### src/sv/uart_tx_number_printer_assert.svh
// Assertion macros shared by the serial number printer modules.
// No dependencies; included by the files that carry assertions.
`ifndef UART_TX_NUMBER_PRINTER_ASSERT_SVH
`define UART_TX_NUMBER_PRINTER_ASSERT_SVH

// Same-cycle implication, disabled in reset.
`define UTNP_ASSERT_IMP(lbl, clk, rst, ante, cons, msg) \
   lbl: assert property (@(posedge clk) disable iff (rst) (ante) |-> (cons)) \
      else $error(msg);

// Next-cycle implication, disabled in reset.
`define UTNP_ASSERT_NXT(lbl, clk, rst, ante, cons, msg) \
   lbl: assert property (@(posedge clk) disable iff (rst) (ante) |=> (cons)) \
      else $error(msg);

`endif

### src/sv/utnp_pkg.sv
// Types, codes and constants of the serial number printer.
// No dependencies; used by the request channel interface and every module.
`timescale 1ns / 1ps

package utnp_pkg;

   localparam int REQ_TYPE_W = 2;
   localparam int VALUE_W    = 32;
   localparam int DCOUNT_W   = 4;
   localparam int CSR_W      = 16;
   localparam int TICK_W     = 17;
   localparam int BCD_DIGITS = 10;
   localparam int BCD_W      = 4 * BCD_DIGITS;

   localparam logic [REQ_TYPE_W-1:0] REQ_TICK = 2'd0;
   localparam logic [REQ_TYPE_W-1:0] REQ_RAW  = 2'd1;
   localparam logic [REQ_TYPE_W-1:0] REQ_DEC  = 2'd2;
   localparam logic [REQ_TYPE_W-1:0] REQ_HEX  = 2'd3;

   localparam logic [CSR_W-1:0] BIT_TICKS_RESET = 16'd104;

   // frame positions: idle, start bit, data bits, stop period
   localparam logic [3:0] FRAME_IDLE      = 4'd0;
   localparam logic [3:0] FRAME_START     = 4'd1;
   localparam logic [3:0] FRAME_LAST_DATA = 4'd9;
   localparam logic [3:0] FRAME_STOP      = 4'd10;

   localparam logic [3:0] HEX_DIGITS  = 4'd8;
   localparam logic [3:0] DEC_DIGITS  = 4'd10;
   localparam logic [4:0] DD_LAST     = 5'd31;

   localparam logic [7:0] CHAR_ZERO  = 8'h30;
   localparam logic [7:0] CHAR_A     = 8'h41;
   localparam logic [7:0] CHAR_MINUS = 8'h2D;

   typedef enum logic [3:0] {
      OP_NONE,
      OP_TICK,
      OP_REJECT,
      OP_RAW,
      OP_DEC_LOAD,
      OP_HEX_LOAD,
      OP_DBL,
      OP_DEC_EMIT,
      OP_HEX_EMIT,
      OP_START,
      OP_RESULT
   } dp_op_type;

   typedef enum logic [2:0] {
      S_IDLE,
      S_DBL,
      S_DEC_EMIT,
      S_HEX_EMIT,
      S_START,
      S_RESULT
   } ctrl_state_type;

   typedef struct packed {
      dp_op_type op;
   } dp_cmd_type;

   typedef struct packed {
      logic busy;
      logic dbl_last;
      logic emit_last;
      logic hex_empty;
   } dp_status_type;

   function automatic logic [7:0] hex_char(input logic [3:0] nib);
      logic [7:0] c;
      if (nib < 4'd10) begin
         c = CHAR_ZERO + {4'b0000, nib};
      end else begin
         c = CHAR_A + {4'b0000, nib} - 8'd10;
      end
      return c;
   endfunction

endpackage

### src/sv/utnp_channels.sv
// Valid/ready channel interfaces for requests and results.
// Depends on utnp_pkg for the field widths.
`timescale 1ns / 1ps

interface utnp_req_if;
   import utnp_pkg::*;
   logic                  valid;
   logic                  ready;
   logic [REQ_TYPE_W-1:0] req_type;
   logic [VALUE_W-1:0]    value;
   logic [DCOUNT_W-1:0]   digit_count;

   modport source (output valid, output req_type, output value, output digit_count,
                   input ready);
   modport sink   (input valid, input req_type, input value, input digit_count,
                   output ready);
endinterface

interface utnp_rsp_if;
   logic valid;
   logic ready;
   logic txd_level;
   logic busy_res;
   logic rejected;

   modport source (output valid, output txd_level, output busy_res, output rejected,
                   input ready);
   modport sink   (input valid, input txd_level, input busy_res, input rejected,
                   output ready);
endinterface

### src/sv/utnp_ctrl.sv
// Sequencer of the serial number printer: decodes requests, steps the
// datapath through conversion and framing, owns the result valid flag.
// Depends on utnp_pkg and the assertion macro header.
`timescale 1ns / 1ps
`include "uart_tx_number_printer_assert.svh"

module utnp_ctrl (
   input  logic                            clock,
   input  logic                            reset,
   input  logic                            req_valid,
   input  logic [utnp_pkg::REQ_TYPE_W-1:0] req_type,
   output logic                            req_ready,
   input  logic                            rsp_ready,
   output logic                            rsp_valid,
   output utnp_pkg::dp_cmd_type            cmd,
   input  utnp_pkg::dp_status_type         status
);
   import utnp_pkg::*;

   ctrl_state_type state_ff, state_in;
   logic           rsp_valid_ff, rsp_valid_in;
   logic           slot_free;

   assign slot_free = !rsp_valid_ff || rsp_ready;

   always_comb begin
      state_in = state_ff;
      unique case (state_ff)
         S_IDLE: begin
            if (req_valid) begin
               if (req_type == REQ_TICK || status.busy) begin
                  state_in = S_RESULT;
               end else if (req_type == REQ_RAW) begin
                  state_in = S_START;
               end else if (req_type == REQ_DEC) begin
                  state_in = S_DBL;
               end else if (status.hex_empty) begin
                  state_in = S_START;
               end else begin
                  state_in = S_HEX_EMIT;
               end
            end
         end
         S_DBL: begin
            if (status.dbl_last) state_in = S_DEC_EMIT;
         end
         S_DEC_EMIT, S_HEX_EMIT: begin
            if (status.emit_last) state_in = S_START;
         end
         S_START: begin
            state_in = S_RESULT;
         end
         S_RESULT: begin
            if (slot_free) state_in = S_IDLE;
         end
         default: begin
            state_in = S_IDLE;
         end
      endcase
   end

   always_comb begin
      req_ready = 1'b0;
      cmd.op    = OP_NONE;
      unique case (state_ff)
         S_IDLE: begin
            req_ready = 1'b1;
            if (req_valid) begin
               if (req_type != REQ_TICK && status.busy) begin
                  cmd.op = OP_REJECT;
               end else begin
                  unique case (req_type)
                     REQ_TICK: cmd.op = OP_TICK;
                     REQ_RAW:  cmd.op = OP_RAW;
                     REQ_DEC:  cmd.op = OP_DEC_LOAD;
                     REQ_HEX:  cmd.op = OP_HEX_LOAD;
                     default:  cmd.op = OP_NONE;
                  endcase
               end
            end
         end
         S_DBL:      cmd.op = OP_DBL;
         S_DEC_EMIT: cmd.op = OP_DEC_EMIT;
         S_HEX_EMIT: cmd.op = OP_HEX_EMIT;
         S_START:    cmd.op = OP_START;
         S_RESULT: begin
            if (slot_free) cmd.op = OP_RESULT;
         end
         default:    cmd.op = OP_NONE;
      endcase
   end

   always_comb begin
      rsp_valid_in = rsp_valid_ff;
      if (cmd.op == OP_RESULT) begin
         rsp_valid_in = 1'b1;
      end else if (rsp_ready) begin
         rsp_valid_in = 1'b0;
      end
   end

   always_ff @(posedge clock) begin
      if (reset) begin
         state_ff     <= S_IDLE;
         rsp_valid_ff <= 1'b0;
      end else begin
         state_ff     <= state_in;
         rsp_valid_ff <= rsp_valid_in;
      end
   end

   assign rsp_valid = rsp_valid_ff;

   `UTNP_ASSERT_IMP(a_rsp_from_result, clock, reset, $rose(rsp_valid_ff), $past(state_ff == S_RESULT), "result raised outside result state")
   `UTNP_ASSERT_NXT(a_one_request_at_a_time, clock, reset, req_valid && req_ready, !req_ready, "request taken in back-to-back cycles")
   `UTNP_ASSERT_NXT(a_dbl_runs_to_end, clock, reset, state_ff == S_DBL && !status.dbl_last, state_ff == S_DBL, "decimal conversion cut short")

endmodule

### src/sv/utnp_dpath.sv
// Datapath of the serial number printer: character queue, decimal and hex
// conversion, 8N2 frame timing and the result register.
// Depends on utnp_pkg and the assertion macro header.
`timescale 1ns / 1ps
`include "uart_tx_number_printer_assert.svh"

module utnp_dpath #(
   parameter int MAX_CHARS = 11
) (
   input  logic                            clock,
   input  logic                            reset,
   input  utnp_pkg::dp_cmd_type            cmd,
   output utnp_pkg::dp_status_type         status,
   input  logic [utnp_pkg::VALUE_W-1:0]    req_value,
   input  logic [utnp_pkg::DCOUNT_W-1:0]   req_digit_count,
   input  logic                            csr_we,
   input  logic [utnp_pkg::CSR_W-1:0]      csr_wdata,
   output logic                            rsp_txd_level,
   output logic                            rsp_busy_res,
   output logic                            rsp_rejected
);
   import utnp_pkg::*;

   localparam int IDX_W = $clog2(MAX_CHARS);
   localparam int CNT_W = $clog2(MAX_CHARS + 1);

   // configuration and line state
   logic [CSR_W-1:0]  bit_ticks_ff;
   logic              line_ff, line_in;
   logic [TICK_W-1:0] tc_ff, tc_in;
   logic [3:0]        fp_ff, fp_in;
   logic [7:0]        shift_ff, shift_in;
   logic [CNT_W-1:0]  left_ff, left_in;
   logic [IDX_W-1:0]  qi_ff, qi_in;
   logic              rej_ff, rej_in;

   // conversion state
   logic [7:0]         queue_ff [MAX_CHARS];
   logic [VALUE_W-1:0] bin_ff, bin_in;
   logic [BCD_W-1:0]   bcd_ff, bcd_in;
   logic [4:0]         step_ff, step_in;
   logic [3:0]         cnt_ff, cnt_in;
   logic [CNT_W-1:0]   wr_ff, wr_in;
   logic               started_ff, started_in;

   logic               q_we;
   logic [IDX_W-1:0]   q_waddr;
   logic [7:0]         q_wdata;
   logic [IDX_W-1:0]   rd_idx;
   logic [7:0]         rd_data_ff;

   logic               txd_ff, busy_ff, rej_out_ff;

   logic [3:0]         hex_cnt;
   logic [3:0]         hex_shift;

   assign hex_cnt   = (req_digit_count > HEX_DIGITS) ? HEX_DIGITS : req_digit_count;
   assign hex_shift = HEX_DIGITS - hex_cnt;

   assign status.busy      = (left_ff != '0);
   assign status.dbl_last  = (step_ff == DD_LAST);
   assign status.emit_last = (cnt_ff == 4'd1);
   assign status.hex_empty = (hex_cnt == 4'd0);

   // idle: keep the first character fetched; sending: the one after the current
   assign rd_idx = (left_ff == '0) ? '0 : qi_ff + 1'b1;

   // conversion and queue fill
   always_comb begin
      logic [BCD_W-1:0] adj;
      logic [3:0]       nib;
      logic [3:0]       top;
      logic             emit;

      bin_in     = bin_ff;
      bcd_in     = bcd_ff;
      step_in    = step_ff;
      cnt_in     = cnt_ff;
      wr_in      = wr_ff;
      started_in = started_ff;
      rej_in     = rej_ff;
      q_we       = 1'b0;
      q_waddr    = wr_ff[IDX_W-1:0];
      q_wdata    = 8'h00;
      adj        = bcd_ff;
      top        = bcd_ff[BCD_W-1 -: 4];
      emit       = 1'b0;
      nib        = 4'd0;

      case (cmd.op)
         OP_TICK: begin
            rej_in = 1'b0;
         end
         OP_REJECT: begin
            rej_in = 1'b1;
         end
         OP_RAW: begin
            rej_in  = 1'b0;
            q_we    = 1'b1;
            q_waddr = '0;
            q_wdata = req_value[7:0];
            wr_in   = CNT_W'(1);
         end
         OP_DEC_LOAD: begin
            rej_in     = 1'b0;
            bin_in     = req_value[VALUE_W-1] ? (~req_value + 32'd1) : req_value;
            bcd_in     = '0;
            step_in    = '0;
            cnt_in     = DEC_DIGITS;
            started_in = 1'b0;
            q_we       = req_value[VALUE_W-1];
            q_waddr    = '0;
            q_wdata    = CHAR_MINUS;
            wr_in      = req_value[VALUE_W-1] ? CNT_W'(1) : '0;
         end
         OP_HEX_LOAD: begin
            rej_in = 1'b0;
            bin_in = req_value << {hex_shift, 2'b00};
            cnt_in = hex_cnt;
            wr_in  = '0;
         end
         OP_DBL: begin
            // double dabble: add 3 to every digit of 5 or more, then shift
            for (int i = 0; i < BCD_DIGITS; i++) begin
               nib = bcd_ff[i*4 +: 4];
               adj[i*4 +: 4] = (nib >= 4'd5) ? nib + 4'd3 : nib;
            end
            bcd_in  = {adj[BCD_W-2:0], bin_ff[VALUE_W-1]};
            bin_in  = {bin_ff[VALUE_W-2:0], 1'b0};
            step_in = step_ff + 5'd1;
         end
         OP_DEC_EMIT: begin
            // leading zeros dropped, a lone zero kept
            emit       = (top != 4'd0) || started_ff || (cnt_ff == 4'd1);
            q_we       = emit;
            q_wdata    = CHAR_ZERO + {4'b0000, top};
            wr_in      = emit ? wr_ff + 1'b1 : wr_ff;
            started_in = started_ff || emit;
            bcd_in     = {bcd_ff[BCD_W-5:0], 4'b0000};
            cnt_in     = cnt_ff - 4'd1;
         end
         OP_HEX_EMIT: begin
            q_we    = 1'b1;
            q_wdata = hex_char(bin_ff[VALUE_W-1 -: 4]);
            wr_in   = wr_ff + 1'b1;
            bin_in  = {bin_ff[VALUE_W-5:0], 4'b0000};
            cnt_in  = cnt_ff - 4'd1;
         end
         default: begin
         end
      endcase
   end

   // bit timing and framing
   always_comb begin
      logic [CSR_W-1:0]  bt_eff;
      logic [TICK_W-1:0] dur;
      logic [TICK_W-1:0] tc_inc;
      logic [3:0]        fp_m1;
      logic [CNT_W-1:0]  left_dec;
      logic              start_char;

      line_in    = line_ff;
      tc_in      = tc_ff;
      fp_in      = fp_ff;
      shift_in   = shift_ff;
      left_in    = left_ff;
      qi_in      = qi_ff;
      start_char = 1'b0;
      bt_eff     = (bit_ticks_ff == '0) ? CSR_W'(1) : bit_ticks_ff;
      dur        = (fp_ff == FRAME_STOP) ? {bt_eff, 1'b0} : {1'b0, bt_eff};
      tc_inc     = tc_ff + 1'b1;
      fp_m1      = fp_ff - 4'd1;
      left_dec   = (left_ff != '0) ? left_ff - 1'b1 : left_ff;

      case (cmd.op)
         OP_START: begin
            left_in    = wr_ff;
            qi_in      = '0;
            start_char = (wr_ff != '0);
         end
         OP_TICK: begin
            if (fp_ff != FRAME_IDLE) begin
               if (tc_inc < dur) begin
                  tc_in = tc_inc;
               end else begin
                  tc_in = '0;
                  if (fp_ff < FRAME_LAST_DATA) begin
                     line_in = shift_ff[fp_m1[2:0]];
                     fp_in   = fp_ff + 4'd1;
                  end else if (fp_ff == FRAME_LAST_DATA) begin
                     line_in = 1'b1;
                     fp_in   = FRAME_STOP;
                  end else begin
                     // end of stop period: next character or idle
                     line_in    = 1'b1;
                     fp_in      = FRAME_IDLE;
                     left_in    = left_dec;
                     qi_in      = qi_ff + 1'b1;
                     start_char = (left_dec != '0);
                  end
               end
            end
         end
         default: begin
         end
      endcase

      if (start_char) begin
         shift_in = rd_data_ff;
         fp_in    = FRAME_START;
         tc_in    = '0;
         line_in  = 1'b0;
      end
   end

   always_ff @(posedge clock) begin
      if (reset) begin
         bit_ticks_ff <= BIT_TICKS_RESET;
         line_ff      <= 1'b1;
         tc_ff        <= '0;
         fp_ff        <= FRAME_IDLE;
         left_ff      <= '0;
         qi_ff        <= '0;
         rej_ff       <= 1'b0;
         wr_ff        <= '0;
      end else begin
         if (csr_we) bit_ticks_ff <= csr_wdata;
         line_ff <= line_in;
         tc_ff   <= tc_in;
         fp_ff   <= fp_in;
         left_ff <= left_in;
         qi_ff   <= qi_in;
         rej_ff  <= rej_in;
         wr_ff   <= wr_in;
      end
   end

   always_ff @(posedge clock) begin
      shift_ff   <= shift_in;
      bin_ff     <= bin_in;
      bcd_ff     <= bcd_in;
      step_ff    <= step_in;
      cnt_ff     <= cnt_in;
      started_ff <= started_in;
      if (q_we) queue_ff[q_waddr] <= q_wdata;
      // a character stored this cycle is passed straight to the read register
      if (q_we && q_waddr == rd_idx) begin
         rd_data_ff <= q_wdata;
      end else begin
         rd_data_ff <= (int'(rd_idx) < MAX_CHARS) ? queue_ff[rd_idx] : 8'h00;
      end
      if (cmd.op == OP_RESULT) begin
         txd_ff     <= line_ff;
         busy_ff    <= (left_ff != '0);
         rej_out_ff <= rej_ff;
      end
   end

   assign rsp_txd_level = txd_ff;
   assign rsp_busy_res  = busy_ff;
   assign rsp_rejected  = rej_out_ff;

   `UTNP_ASSERT_IMP(a_frame_in_range, clock, reset, 1'b1, fp_ff <= FRAME_STOP, "frame position out of range")
   `UTNP_ASSERT_IMP(a_idle_line_high, clock, reset, left_ff == '0, fp_ff == FRAME_IDLE && line_ff, "line not idle with queue empty")
   `UTNP_ASSERT_IMP(a_busy_has_frame, clock, reset, left_ff != '0, fp_ff != FRAME_IDLE, "characters pending but no frame running")

endmodule

### src/sv/uart_tx_number_printer.sv
// Channel  | Dir | Carries
// req_ch   | in  | req_type, value, digit_count (tick or print request)
// rsp_ch   | out | txd_level, busy_res, rejected (one per request)
// csr_*    | in  | bit period write
//
// Ticks and rejects go straight to the result, a raw byte straight to start;
// hex emits digits; signed decimal runs the 32-step double-dabble, then emits.
// One request is in work at a time; the result register lets the next one be
// taken while the previous result waits on rsp_ch.ready.
// Reset is synchronous; the line comes up high with nothing queued.
// Top level of the serial number printer; depends on utnp_pkg, the channel
// interfaces, utnp_ctrl and utnp_dpath.
`timescale 1ns / 1ps

module uart_tx_number_printer #(
   parameter int MAX_CHARS = 11
) (
   input  logic                        clock,
   input  logic                        reset,
   utnp_req_if.sink                    req_ch,
   utnp_rsp_if.source                  rsp_ch,
   input  logic                        csr_we,
   input  logic [utnp_pkg::CSR_W-1:0]  csr_wdata
);
   import utnp_pkg::*;

   dp_cmd_type    cmd;
   dp_status_type status;
   logic          req_ready;
   logic          rsp_valid;
   logic          txd_level;
   logic          busy_res;
   logic          rejected;

   utnp_ctrl u_ctrl (
      .clock     (clock),
      .reset     (reset),
      .req_valid (req_ch.valid),
      .req_type  (req_ch.req_type),
      .req_ready (req_ready),
      .rsp_ready (rsp_ch.ready),
      .rsp_valid (rsp_valid),
      .cmd       (cmd),
      .status    (status)
   );

   utnp_dpath #(
      .MAX_CHARS (MAX_CHARS)
   ) u_dpath (
      .clock           (clock),
      .reset           (reset),
      .cmd             (cmd),
      .status          (status),
      .req_value       (req_ch.value),
      .req_digit_count (req_ch.digit_count),
      .csr_we          (csr_we),
      .csr_wdata       (csr_wdata),
      .rsp_txd_level   (txd_level),
      .rsp_busy_res    (busy_res),
      .rsp_rejected    (rejected)
   );

   assign req_ch.ready     = req_ready;
   assign rsp_ch.valid     = rsp_valid;
   assign rsp_ch.txd_level = txd_level;
   assign rsp_ch.busy_res  = busy_res;
   assign rsp_ch.rejected  = rejected;

endmodule
### src/flat_wrapper.sv
// flat-port wrapper written by rule: the top's interface ports become plain ports
module uart_tx_number_printer_flat import utnp_pkg::*;
#(
   parameter int MAX_CHARS = 11
)
  (clock, reset, csr_we, csr_wdata, req_ch_valid, req_ch_req_type, req_ch_value, req_ch_digit_count, req_ch_ready, rsp_ch_valid, rsp_ch_txd_level, rsp_ch_busy_res, rsp_ch_rejected, rsp_ch_ready);
  utnp_req_if req_ch_i ();
  utnp_rsp_if rsp_ch_i ();
  input  logic clock;
  input  logic reset;
  input  logic csr_we;
  input  logic [utnp_pkg::CSR_W-1:0] csr_wdata;
  input wire logic [$bits(req_ch_i.valid)-1:0] req_ch_valid;
  input wire logic [$bits(req_ch_i.req_type)-1:0] req_ch_req_type;
  input wire logic [$bits(req_ch_i.value)-1:0] req_ch_value;
  input wire logic [$bits(req_ch_i.digit_count)-1:0] req_ch_digit_count;
  output wire logic [$bits(req_ch_i.ready)-1:0] req_ch_ready;
  output wire logic [$bits(rsp_ch_i.valid)-1:0] rsp_ch_valid;
  output wire logic [$bits(rsp_ch_i.txd_level)-1:0] rsp_ch_txd_level;
  output wire logic [$bits(rsp_ch_i.busy_res)-1:0] rsp_ch_busy_res;
  output wire logic [$bits(rsp_ch_i.rejected)-1:0] rsp_ch_rejected;
  input wire logic [$bits(rsp_ch_i.ready)-1:0] rsp_ch_ready;
  assign req_ch_i.valid = req_ch_valid;
  assign req_ch_i.req_type = req_ch_req_type;
  assign req_ch_i.value = req_ch_value;
  assign req_ch_i.digit_count = req_ch_digit_count;
  assign req_ch_ready = req_ch_i.ready;
  assign rsp_ch_valid = rsp_ch_i.valid;
  assign rsp_ch_txd_level = rsp_ch_i.txd_level;
  assign rsp_ch_busy_res = rsp_ch_i.busy_res;
  assign rsp_ch_rejected = rsp_ch_i.rejected;
  assign rsp_ch_i.ready = rsp_ch_ready;
  uart_tx_number_printer #(.MAX_CHARS(MAX_CHARS)) u_core (.clock(clock), .reset(reset), .req_ch(req_ch_i), .rsp_ch(rsp_ch_i), .csr_we(csr_we), .csr_wdata(csr_wdata));
endmodule
### config.mk
export PLATFORM = sky130hd
export DESIGN_NAME = uart_tx_number_printer_flat
export DESIGN_NICKNAME = d
export VERILOG_FILES = /design/src/sv/utnp_pkg.sv /design/src/sv/utnp_channels.sv /design/src/sv/utnp_ctrl.sv /design/src/sv/utnp_dpath.sv /design/src/sv/uart_tx_number_printer.sv /design/src/flat_wrapper.sv
export VERILOG_INCLUDE_DIRS = /design/src /design/src/sv
export SDC_FILE = /design/constraint.sdc
export NUM_CORES = 1
export LEC_CHECK = 0
export BUFFER_PORTS_ARGS = -buffer_cell sky130_fd_sc_hd__buf_4
export CORE_MARGIN = 1
export CORE_UTILIZATION = 45
export DETAILED_ROUTE_END_ITERATION = 10
export HOLD_SLACK_MARGIN = 0.06
export SETUP_SLACK_MARGIN = 0.2
export SKIP_LAST_GASP = 1
export SLEW_MARGIN = 15
export SYNTH_ARGS = -nofsm -noshare
export SYNTH_HDL_FRONTEND = slang
export SYNTH_SLANG_ARGS = --single-unit
### constraint.sdc
create_clock -name clock -period 7.75 [get_ports clock]
set_input_delay 0.775 -clock clock [delete_from_list [all_inputs] [get_ports clock]]
set_output_delay 0.775 -clock clock [all_outputs]
set_load 0.01 [all_outputs]
==> metrics.md <==
| Metric | Value |
|---|---|
| # resized after CTS | `0` |
| Vias in the first global route | `~11k` |
| Status | `completed` |
| Worst path most repeated cell | `ha_1` |
| Worst EP arrival | `around 4.4 ns` |
| Pwr Total | `around 5.5 mW` |
| Relative slew slack | `approximately a quarter` |
| Htree depth | `1` |
| Nets | `1,569` |
| DP Wirelength | `24,650 µm` |
| Yosys top cell area share | `37.77%` |
| Area Overhead vs Synth | `12.38%` |
| Clock-pin transition on the worst setup and hold timing paths | `0.06 ns` |
| Io pins | `64` |
| PwrDens | `around 340 mW/mm²` |
| Syn Std Cell Area | `around 0.014 mm²` |
| Syn_nets | `1,542` |
| Max incr delay on CP | `~0.7 ns` |
| FMAX | `~250 MHz` |
| Routed Antenna Nets | `0` |
| Worst skew pair latency | `0.55 ns` |
| Setup repair bufs after CTS | `0` |
| Dominant cell type by area after synthesis | `edfxtp_1` |
| CP Data Required Time | `8.18 ns` |
| Largest net degree at the start of global routing | `54` |
| Cell variety after synth | `81` |
| Worst Tran Pin Value | `1.119 ns` |
| Final core occ | `51.38%` |
| Critical path class | `reg -> reg` |
| Final global-route overflow total | `0` |
| Post-Route WL | `around 37,000 µm` |
| Fin crit period | `3.979 ns` |
| Top cells by area, synth | `edfxtp_1, dfxtp_1, mux2i_1, ha_1, a21oi_1` |
| Placer Congestion | `around 0.85` |
| CTS Buffer Depth | `3` |
| Post-Route Skew | `0.01917 ns` |
| Antenna violations before repair | `1` |
| Site Rows | `65` |
| Final hold vios | `0` |
| Worst min path class | `reg -> reg` |
| Leak pwr | `between 5 and 6 nW` |
| First-pass GRT wire length | `59,370 µm` |
| Vias post-DR | `11.30k` |
| Synth Instances | `1,430` |
| TritonCTS Buffers | `28` |
| EDFF count, synth | `181` |
| Share of cells above drive strength 1 | `between 10% and 20%` |
| Slew Limit Fails | `0` |
| Chip Width | `180.8 µm` |
| Hold WS | `0.4078 ns` |
| WP depth | `11` |
| Worst Path Buf+Inv | `1` |
| Final setup TNS | `0 ns` |
| Core area | `between 0.03 and 0.04 mm²` |
| #FFs+latches synth | `244` |
| Peak fanout along the critical path | `17` |
| DR iter-0 viols | `919` |
| Unrepaired setup endpoints after global routing | `no` |
| Avg Inst Size Synth | `10.06 µm²` |
| Hold Path Depth | `0` |
| Max_cap viols | `0` |
| Ys async rst share | `0%` |
| DRC Markers | `0` |
| Crit-path cells | `inv_1 -> ha_1 -> nand3b_1 -> mux2i_1 -> ha_1 -> a211oi_1 -> o21ai_0 -> a32o_1 -> or3_1 -> a21oi_1 -> mux2_2` |
| Sequential fraction of the synthesis area | `46.54%` |
| Hold buffers post-CTS | `0` |
| Crit-path leading delay family | `simple AND/OR/NAND/NOR gates` |
| GR Util All Layers | `approximately 22%` |
| Placed cells | `1,829` |
| Height of the chip | `180.8 µm` |
| R2R depth | `11` |
| CP Launch Type | `register` |
| Avg WL per Cell | `19.53 µm` |
| Worst VDD drop | `about 180 µV` |
| CTS Sinks | `between 200 and 250` |
| Cell Count, Final, Fillers Out | `1,882` |
| Port bufs | `63` |
| Ys flop type | `edfxtp_1` |
| Crit path capture type | `register` |
| Initial Utilization | `45.72%` |
| Slowest CP cell | `nand3b_1` |
| Final setup fails | `0` |
| Initial DRT Pass Iterations | `6` |
| Root Driver | `clkbuf_16` |
| Die ar. | `0.03270 mm²` |
| Synth warnings | `0` |
| DR vias/cell | `6.002` |
| Fin crit share | `51.34%` |
| CTS tree | `yes` |
==> final timing paths <==
path | startpoint | end | slack, ns
setup reg to reg | u_core.u_dpath.fp_ff[0]$_SDFFE_PP0P_ | u_core.u_dpath.left_ff[3]$_SDFFE_PP0P_ | 3.77
setup / recovery | u_core.u_dpath.fp_ff[0]$_SDFFE_PP0P_ | u_core.u_dpath.left_ff[3]$_SDFFE_PP0P_ | 3.77
hold / removal | u_core.u_dpath.rd_data_ff[5]$_DFF_P_ | u_core.u_dpath.shift_ff[5]$_DFFE_PP_ | 0.41
hold reg to reg | u_core.u_dpath.rd_data_ff[5]$_DFF_P_ | u_core.u_dpath.shift_ff[5]$_DFFE_PP_ | 0.41
==> area by class of cell <==
cell class,instances,area (µm²)
clock inverter,8,48.80
multi-input combinational,1047,7218
inverter,45,168.9
timing repair buffer,91,683.2
sequential,244,6696
clock buffer,44,850.8
tap,402,503.0
antenna,1,2.502
fill,2876,15300
==> routing by layer <==
layer	routed length (µm)	part of all wire, %	vias to the layer above	track usage [%]
met5	0	0	-	0
met4	608	1.7	0	5.538
li1	-	-	5470	-
met2	17420	47	331	37.33
met1	16540	45	5450	30.94
met3	2192	6.0	44	3.064
==> cells by family after synthesis <==
| kind of cell | share of synthesized area [%] |
|---|---|
| and+or+nand+nor | 14.72 |
| AOI/OAI and AO/OA | 18.41 |
| DFF | 46.54 |
| buffers and inverters | 3.782 |
| muxes | 7.869 |
| xor gates and xnor gates | 4.078 |
| adders and majority gates | 4.608 |
==> cells in the final DEF, fill, tap and decap left out, types with 30 or more instances in the layout <==
cell	count
edfxtp_1	181
a21oi_1	111
nand2_1	107
o21ai_0	100
buf_4	91
nor2_1	82
mux2i_1	76
dfxtp_1	63
nand3_1	60
ha_1	53
inv_1	44
xnor2_1	36
nor3_1	34
a211oi_1	32
nor2b_1	30
xor2_1	30
==> synth_stat cells, types with 9 or more instances <==
master,instances
nor3b_1,14
or3_1,10
inv_1,44
mux4_2,10
o41ai_1,10
xnor2_1,37
o21ai_0,101
o31ai_1,13
xor2_1,30
edfxtp_1,181
a21oi_1,113
dfxtp_1,63
nand2_1,107
nand2b_1,18
o22ai_1,11
mux2_2,13
mux2i_1,76
a22o_1,9
a221oi_1,9
a22oi_1,12
nor3_1,37
nor2b_1,30
a211o_1,11
a211oi_1,32
clkbuf_1,77
nand3_1,61
buf_1,9
nor4_1,12
a21o_1,9
ha_1,53
nor2_1,82
==> state kept, by name, summed over array words and instances (netlist names) <==
| name | count |
|---|---|
| u_core.u_dpath.step_ff | 5 |
| u_core.u_dpath.rsp_busy_res | 1 |
| u_core.u_dpath.rsp_txd_level | 1 |
| u_core.u_dpath.tc_ff | 17 |
| u_core.u_ctrl.state_ff | 3 |
| u_core.u_ctrl.rsp_valid | 1 |
| u_core.u_dpath.started_ff | 1 |
| u_core.u_dpath.rsp_rejected | 1 |
| u_core.u_dpath.bin_ff | 32 |
| u_core.u_dpath.line_ff | 1 |
| u_core.u_dpath.bcd_ff | 40 |
| u_core.u_dpath.rd_data_ff | 8 |
| u_core.u_dpath.fp_ff | 4 |
| u_core.u_dpath.shift_ff | 8 |
| u_core.u_dpath.qi_ff | 4 |
| u_core.u_dpath.wr_ff | 4 |
| u_core.u_dpath.bit_ticks_ff | 16 |
| u_core.u_dpath.rej_ff | 1 |
| u_core.u_dpath.cnt_ff | 4 |
| u_core.u_dpath.queue_ff | 88 |
| u_core.u_dpath.left_ff | 4 |
==> per-stage QoR <==
step           area, µm²  worst slack [ns]
6_report           16170             3.771
5_1_grt            16170             3.440
4_1_cts            16170             3.776
3_5_place_dp       15270             3.809
3_3_place_gp       15270             3.893
2_1_floorplan      14390             3.108
==> where the power goes <==
part | internal [mW] | switching (mW)
registers | 1.99 | 0.289
clock network | 0.750 | 0.538
logic | 0.718 | 1.22
(Power assumes the default switching activity.)
